===== src/lss_pkg.sv =====
// ----------------------------------------------------------------------------
// lss_pkg
// Shared types, character codes and tables for the local size scanner.
// ----------------------------------------------------------------------------
`default_nettype none

package lss_pkg;

  localparam int CFG_WIDTH  = 32;
  localparam int CFG_IDX_W  = 2;
  localparam int IN_DATA_W  = 8;
  localparam int OUT_DATA_W = 104;

  // register indexes
  localparam logic [CFG_IDX_W-1:0] REG_MAX_X   = 2'd0;
  localparam logic [CFG_IDX_W-1:0] REG_MAX_Y   = 2'd1;
  localparam logic [CFG_IDX_W-1:0] REG_MAX_Z   = 2'd2;
  localparam logic [CFG_IDX_W-1:0] REG_MAX_INV = 2'd3;

  localparam logic [31:0] RST_MAX_X   = 32'd1024;
  localparam logic [31:0] RST_MAX_Y   = 32'd1024;
  localparam logic [31:0] RST_MAX_Z   = 32'd64;
  localparam logic [31:0] RST_MAX_INV = 32'd1024;

  // verdict codes
  localparam logic [1:0] VERDICT_NONE   = 2'd0;
  localparam logic [1:0] VERDICT_OK     = 2'd1;
  localparam logic [1:0] VERDICT_AXIS   = 2'd2;
  localparam logic [1:0] VERDICT_INVOKE = 2'd3;

  // matcher positions
  localparam logic [4:0] PREFIX_LEN  = 5'd11;
  localparam logic [4:0] POS_LOCAL_L = 5'd5;
  localparam logic [4:0] POS_AXIS    = 5'd11;
  localparam logic [4:0] POS_WS_PRE  = 5'd12;
  localparam logic [4:0] POS_WS_POST = 5'd13;
  localparam logic [4:0] POS_DIGITS  = 5'd14;

  // character codes
  localparam logic [7:0] CH_NL    = 8'h0A;
  localparam logic [7:0] CH_SPACE = 8'h20;
  localparam logic [7:0] CH_STAR  = 8'h2A;
  localparam logic [7:0] CH_SLASH = 8'h2F;
  localparam logic [7:0] CH_0     = 8'h30;
  localparam logic [7:0] CH_9     = 8'h39;
  localparam logic [7:0] CH_EQ    = 8'h3D;
  localparam logic [7:0] CH_L     = 8'h6C;
  localparam logic [7:0] CH_O     = 8'h6F;
  localparam logic [7:0] CH_X     = 8'h78;
  localparam logic [7:0] CH_Y     = 8'h79;
  localparam logic [7:0] CH_Z     = 8'h7A;
  localparam logic [7:0] CH_TAB   = 8'h09;
  localparam logic [7:0] CH_CR    = 8'h0D;

  typedef enum logic [2:0] {
    MODE_NORMAL = 3'd0,
    MODE_SLASH  = 3'd1,
    MODE_LINE   = 3'd2,
    MODE_BLOCK  = 3'd3,
    MODE_STAR   = 3'd4
  } mode_t;

  typedef struct packed {
    logic accept;
    logic scan_second;
    logic flush;
    logic mul1;
    logic mul2;
    logic report;
  } dp_cmd_t;

  typedef struct packed {
    logic two_emit;
  } dp_status_t;

  // pattern prefix text, one character per position
  function automatic logic [7:0] prefix_char(input logic [3:0] idx);
    logic [7:0] c;
    case (idx)
      4'd0:    c = 8'h6C;
      4'd1:    c = 8'h6F;
      4'd2:    c = 8'h63;
      4'd3:    c = 8'h61;
      4'd4:    c = 8'h6C;
      4'd5:    c = 8'h5F;
      4'd6:    c = 8'h73;
      4'd7:    c = 8'h69;
      4'd8:    c = 8'h7A;
      4'd9:    c = 8'h65;
      4'd10:   c = 8'h5F;
      default: c = 8'h00;
    endcase
    return c;
  endfunction

  function automatic logic is_space(input logic [7:0] c);
    return (c == CH_SPACE) || (c >= CH_TAB && c <= CH_CR);
  endfunction

  function automatic logic is_digit(input logic [7:0] c);
    return (c >= CH_0) && (c <= CH_9);
  endfunction

endpackage

`default_nettype wire


===== src/lss_ctrl.sv =====
// ----------------------------------------------------------------------------
// lss_ctrl
// Sequencer: input handshake, second-character scan, end-of-source flush,
// product check steps and result register handshake.
// ----------------------------------------------------------------------------
`default_nettype none

module lss_ctrl (
  input  wire                 clk,
  input  wire                 rst_n,
  input  wire                 in_tvalid,
  output logic                in_tready,
  input  wire                 in_tlast,
  output logic                out_tvalid,
  input  wire                 out_tready,
  input  lss_pkg::dp_status_t status,
  output lss_pkg::dp_cmd_t    cmd
);

  typedef enum logic [5:0] {
    ST_IDLE  = 6'b000001,
    ST_SCAN1 = 6'b000010,
    ST_FLUSH = 6'b000100,
    ST_MUL1  = 6'b001000,
    ST_MUL2  = 6'b010000,
    ST_JUDGE = 6'b100000
  } state_t;

  state_t state_r, state_nxt;
  logic   last_r, last_nxt;
  logic   out_valid_r, out_valid_nxt;

  assign in_tready  = (state_r == ST_IDLE);
  assign out_tvalid = out_valid_r;

  always_comb begin
    state_nxt = state_r;
    cmd       = '0;
    case (state_r)
      ST_IDLE: begin
        if (in_tvalid) begin
          cmd.accept = 1'b1;
          if (status.two_emit) begin
            state_nxt = ST_SCAN1;
          end else if (in_tlast) begin
            state_nxt = ST_FLUSH;
          end
        end
      end
      ST_SCAN1: begin
        cmd.scan_second = 1'b1;
        state_nxt = last_r ? ST_FLUSH : ST_IDLE;
      end
      ST_FLUSH: begin
        cmd.flush = 1'b1;
        state_nxt = ST_MUL1;
      end
      ST_MUL1: begin
        cmd.mul1 = 1'b1;
        state_nxt = ST_MUL2;
      end
      ST_MUL2: begin
        cmd.mul2 = 1'b1;
        state_nxt = ST_JUDGE;
      end
      ST_JUDGE: begin
        // result register must be free or draining this cycle
        if (!out_valid_r || out_tready) begin
          cmd.report = 1'b1;
          state_nxt = ST_IDLE;
        end
      end
      default: begin
        state_nxt = ST_IDLE;
      end
    endcase
  end

  assign last_nxt = cmd.accept ? in_tlast : last_r;

  always_comb begin
    if (cmd.report) begin
      out_valid_nxt = 1'b1;
    end else if (out_tready) begin
      out_valid_nxt = 1'b0;
    end else begin
      out_valid_nxt = out_valid_r;
    end
  end

  always_ff @(posedge clk) begin
    if (!rst_n) begin
      state_r     <= ST_IDLE;
      last_r      <= 1'b0;
      out_valid_r <= 1'b0;
    end else begin
      state_r     <= state_nxt;
      last_r      <= last_nxt;
      out_valid_r <= out_valid_nxt;
    end
  end

`ifndef SYNTHESIS
  a_last_goes_to_flush: assert property (@(posedge clk) disable iff (!rst_n)
    (in_tvalid && in_tready && in_tlast) |=> (state_r == ST_SCAN1 || state_r == ST_FLUSH))
    else $error("last byte did not lead to the flush step");

  a_report_sets_valid: assert property (@(posedge clk) disable iff (!rst_n)
    cmd.report |=> out_valid_r)
    else $error("report did not raise out_tvalid");

  a_flush_to_judge: assert property (@(posedge clk) disable iff (!rst_n)
    (state_r == ST_FLUSH) |=> ##2 (state_r == ST_JUDGE))
    else $error("product steps out of sequence");

  a_no_overwrite: assert property (@(posedge clk) disable iff (!rst_n)
    (out_valid_r && !out_tready) |=> out_valid_r)
    else $error("pending result dropped");
`endif

endmodule

`default_nettype wire


===== config.mk =====
export PLATFORM = sky130hd
export DESIGN_NAME = lss_ctrl
export DESIGN_NICKNAME = d
export VERILOG_FILES = /design/src/lss_pkg.sv /design/src/lss_ctrl.sv
export SDC_FILE = /design/constraint.sdc
export NUM_CORES = 1
export LEC_CHECK = 0
export ABC_AREA = 1
export BUFFER_PORTS_ARGS = -buffer_cell sky130_fd_sc_hd__buf_2
export CAP_MARGIN = 40
export CORE_AREA = 2 2 39 41
export DETAILED_ROUTE_END_ITERATION = 8
export DIE_AREA = 0 0 41 43
export MAX_ROUTING_LAYER = met4
export REMOVE_ABC_BUFFERS = 1
export SYNTH_ARGS = -nofsm -noshare
export SYNTH_HDL_FRONTEND = slang
export SYNTH_SLANG_ARGS = --single-unit

===== constraint.sdc =====
create_clock -name clk -period 1.1 [get_ports clk]
set_input_delay 0 -clock clk [delete_from_list [all_inputs] [get_ports clk]]
set_output_delay 0 -clock clk [all_outputs]
set_load 0.005 [all_outputs]

==> reports/results.txt, run 1 <==
Port-buffer cells = 13
HP Class = input pin to flop
critical path's most frequent cell = nor2_4
clk_skew = 6.46 ps
commonest non-fill, non-tap cell in the layout = inv_1
Final GP Congestion = 0.835
nets = 104
top cells by area, synth = dfxtp_1 33%, inv_1 11%, nor2_1 9.2%, nor2_2 7.7%, nand3_1 7.1%
initial antenna violation count = 0
status = finished, violations left
Num CTS Buffers = 3
post-route setup TNS = -563 ps
CP peak stage delay = 360 ps
root buffer cell = clkbuf_4
Netlist cell types = 18
clk_lat worst skew = 260 ps
grt met3 use = 1.57%
Top Ports = 14
Setup Crit Path Kind = flop to primary output
relative slew slack = 85.2%
Die Y = 43 microns
VDD IR-drop max = 0.514 mV
drt drc = 0
Area growth syn-to-layout = 50.0%
critical-path cell list = nor2_4, and2_4, nand2_2, nor2_4, buf_2
initial core utilization = 35.4%
gr busiest metal = met2
post-synthesis cell count = 71
number of cells after detailed placement = 104
slowest stage cell, crit path = dfxtp_4
router iterations before antenna repair = 4
crit share post-route = 109%
post-route insts no fill = 112
worst setup margin = -100 ps
multi-input logic area = 288 sq um
Ys Warns = 0
Final Max Tran Viols = 0
Power Density = 1240 nW/um^2
Fill cells = 140
commonest non-fill, non-tap cells in the layout = 12 x inv_1, 11 x buf_2, 10 x nor2_1
Register Area = 175 sq um
WP data arrival = 1200 ps
P_leak = 0.383 nW
TritonCTS clock tree = yes
vias in the first global route = 435
synthesis-stage register bit count = 8
Hold Fails Final Rpt = 0
CP Max Fanout = 4
register area share after synthesis = 32.7%
Worst-path clk slew = 60 ps
Post-Synthesis Cell Area = 490 sq um
Setup crit end kind = primary output
Worst-Margin Slew = 221 ps
share of layout cells above drive strength 1 = 56.3%
leading area contributor after synthesis = dfxtp_1
failing checks = setup timing
largest net degree at the start of global routing = 7
Final setup viols = 8
post-DR vias/cell = 4.51
GRT met1 Usage = 18.0%
total global routing overflow = 0
Die W = 41 microns
minimum clock period = 1200 ps
DR vias = 505
clk sinks = 8
startpoint types = flop
# rows = 14
first-pass GRT wire length = 1.70 mm
1st-iter DRT viols = 9
mean area per synthesized cell = 6.91 sq um
die area = 1760 sq um
CP Data Required Time = 1100 ps
Post-DP HPWL = 726 microns
Synth top area share = 32.7%
Max-cap violations = 0
ANT nets after route = 0
CTS max path bufs = 2
htree depth = 1
Total GRT Usage = 14.6%
ant diodes = 0
met2 capacity usage during global routing = 21.3%
RSZ-0062 raised after global routing = true
Max Clk Rate = 833 MHz
WL final = 1.06 mm
wire length per cell = 9.45 microns
core area = 1380 sq um
==> synthesized netlist by cell type (all sizes together) <==
cell type and count:
nor3 1, nand2 8, clkinv 1, dfxtp 8, and2 1, buf 1
nor2 20, nand3 9, o21bai 1, inv 17, o22ai 1, o21ai 1
a21oi 2
==> state kept, by name, summed over array words and instances (netlist names) <==
signal	count
state_r	6
out_tvalid	1
last_r	1
==> final timing paths <==
path	to	cells past startpoint	from	slack (ps)
max reg2reg	state_r[2]	8	state_r[1]	-100
max	cmd[0]	5	state_r[1]	-100
min	state_r[1]	3	status	3
min reg2reg	last_r	2	last_r	480
==> per-stage QoR <==
step           utilization, %  area, sq um  hold slack (ps)  setup slack, ps  power, mW
2_1_floorplan               -          483             84.1             26.2      0.540
4_1_cts                  50.5          698             10.6             -103      0.882
3_3_place_gp             43.8          606              214            -18.8      0.617
5_1_grt                  53.2          736             40.2             -162      0.963
6_report                 53.2          736             3.07             -100      0.910
3_5_place_dp             43.8          606              221            -33.5      0.618
==> logic make-up after synthesis <==
kind of cell	count (synthesis)	synth area share, %
AO/OA/AOI/OAI	5	5.87
buffers and inverters	19	15.3
flip-flops	8	32.7
AND/OR/NAND/NOR	39	46.2
==> where the power goes <==
group	switching, mW	total [mW]	internal [mW]
sequential	0.0279	0.344	0.316
clock	0.103	0.228	0.125
combinational	0.180	0.338	0.158
==> layer usage <==
layer	vias to the layer above	part of all wire [%]
met5	-	0
met1	223	43
met2	15	51
met3	3	3.8
met4	0	1.9
li1	264	-
==> critical path, delay by kind of cell, from the launching register on <==
family | cells | cell delay, ps
buf+inv | 1 | 110
simple gates | 4 | 470
flops | 1 | 360
==> layout make-up <==
cell class / count / area share, %
clock buffers: 3 / 3.06
flip-flops and latches: 8 / 23.8
well taps: 16 / 2.72
multi-input cells: 44 / 39.1
inverters: 18 / 9.18
repair buffers: 23 / 22.1
==> what timing repair did <==
action,CTS,global route
resized for setup,15,8
gates cloned,0,0
pin swaps,6,5
hold endpoints to repair,1,0
hold buffers,1,0
endpoints found under the setup margin,10,11
buffers inserted,3,1
Note: power is estimated with default switching activity, not from simulation.
==> run 2, diff against run 1 <==
- TNS_END_PERCENT: unset -> 10
==> run 2 against run 1 <==
The flow still finishes with violations (setup timing). Maximum frequency is 0.58% lower. Register-to-register slack hardly changed. Cell count is 0.89% lower. Sequential share of layout area is 0.057 points lower. Clock skew is 1.9 ps lower. Global-route usage is 0.10 points lower. Largest power group unchanged.
==> reports/results.txt, run 2 (synthesis gave the netlist of run 1 again) <==
HP Class = input pin to flop
WP data arrival = 1340 ps
VDD IR-drop max = 0.515 mV
WL final = 1.03 mm
initial core utilization = 35.4%
Area growth syn-to-layout = 48.2%
core area = 1380 sq um
worst hold slack = 2.04 ps
RSZ-0062 raised after global routing = true
initial antenna violation count = 0
Die W = 41 microns
clk_skew = 4.58 ps
vias in the first global route = 424
nets = 103
minimum clock period = 1210 ps
Max Clk Rate = 828 MHz
share of layout cells above drive strength 1 = 55.8%
first-pass GRT wire length = 1.69 mm
ANT nets after route = 0
Crit. Startpoint = state_r[1]
P_leak = 0.385 nW
TritonCTS clock tree = yes
DR vias = 500
1st-iter DRT viols = 5
htree depth = 1
max reg flops = 6
Final GP Congestion = 0.835
Top Ports = 14
die area = 1760 sq um
min-delay src = status
Die Y = 43 microns
crit share post-route = 110%
post-route setup TNS = -679 ps
Total GRT Usage = 14.5%
Hold Fails Final Rpt = 0
wire length per cell = 9.23 microns
commonest non-fill, non-tap cells in the layout = 13 x inv_1, 13 x buf_2, 10 x nor2_1
Setup crit end kind = flop
Post-DP HPWL = 726 microns
post-DR vias/cell = 4.50
CP Max Fanout = 4
clk sinks = 8
root buffer cell = clkbuf_4
Power Density = 1250 nW/um^2
multi-input logic area = 298 sq um
Num CTS Buffers = 3
router iterations before antenna repair = 4
Max-cap violations = 0
Final Max Tran Viols = 0
Setup Crit Path Kind = flop to flop
CTS max path bufs = 2
Final setup viols = 10
Fill cells = 139
worst setup margin = -108 ps
total global routing overflow = 0
clk_lat worst skew = 260 ps
CP Data Required Time = 1240 ps
startpoint types = flop
Port-buffer cells = 13
status = finished, violations left
# rows = 14
Worst-path clk slew = 50 ps
Top reg by flops = state_r
ant diodes = 0
relative slew slack = 84.9%
largest net degree at the start of global routing = 7
failing checks = setup timing
Worst-Margin Slew = 226 ps
Register Area = 173 sq um
drt drc = 0
Worst R2R Start = state_r[1]
## run 2: metrics by stage
step / utilization (%) / worst slack [ps] / std cells / area [sq um] / total power [mW]
2_1_floorplan: - / 26.2 / 70 / 483 / 0.540
3_3_place_gp: 43.8 / -18.8 / 104 / 606 / 0.617
3_5_place_dp: 43.8 / -33.5 / 104 / 606 / 0.618
4_1_cts: 49.3 / -103 / 110 / 682 / 0.882
5_1_grt: 52.5 / -168 / 111 / 727 / 0.969
6_report: 52.5 / -108 / 111 / 727 / 0.910
## run 2: final cells by class
class | count | area share [%]
tap | 16 | 2.75
inverter | 18 | 9.29
sequential | 8 | 23.8
clock buffer | 3 | 3.10
timing repair buffer | 22 | 20.1
multi-input combinational | 44 | 41.0
## run 2: per-layer routing
layer / vias up / global-route usage (%) / wire length (microns) / share of wire (%)
met5: - / - / 0 / 0
met4: 0 / 10.0 / 20 / 2.0
met3: 3 / 1.57 / 43 / 4.2
met2: 18 / 20.6 / 521 / 51
met1: 217 / 18.3 / 439 / 43
li1: 262 / - / - / -
## run 2: final timing paths
check                to  slack (ps)  depth (start not counted)
max          state_r[2]        -110                          8
min          state_r[1]           2                          3
max reg2reg  state_r[2]        -110                          8
min reg2reg      last_r         490                          2
## run 2: where the power goes
group / total (mW) / leakage (nW) / switching [mW] / internal [mW]
Sequential: 0.347 / 0.0680 / 0.0278 / 0.319
Combinational: 0.338 / 0.303 / 0.180 / 0.158
Clock: 0.226 / 0.0138 / 0.101 / 0.125
Total: 0.910 / 0.385 / 0.309 / 0.601
## run 2: repair_timing
item                                   CTS  global route
setup buffers                            2             1
setup endpoints to repair               10            11
pin swaps                                5             7
hold buffers                             1             0
resized for setup                       10            13
endpoints found under the hold margin    1             0
## run 2: worst max-delay path, stage by stage (launching register included)
cell and delay, ps:
dfxtp_4 360, nor2_4 160, and2_4 180, buf_6 100
nand3_4 60, nand2_2 90, nor2_4 40, nand2_1 60
nor2_1 40
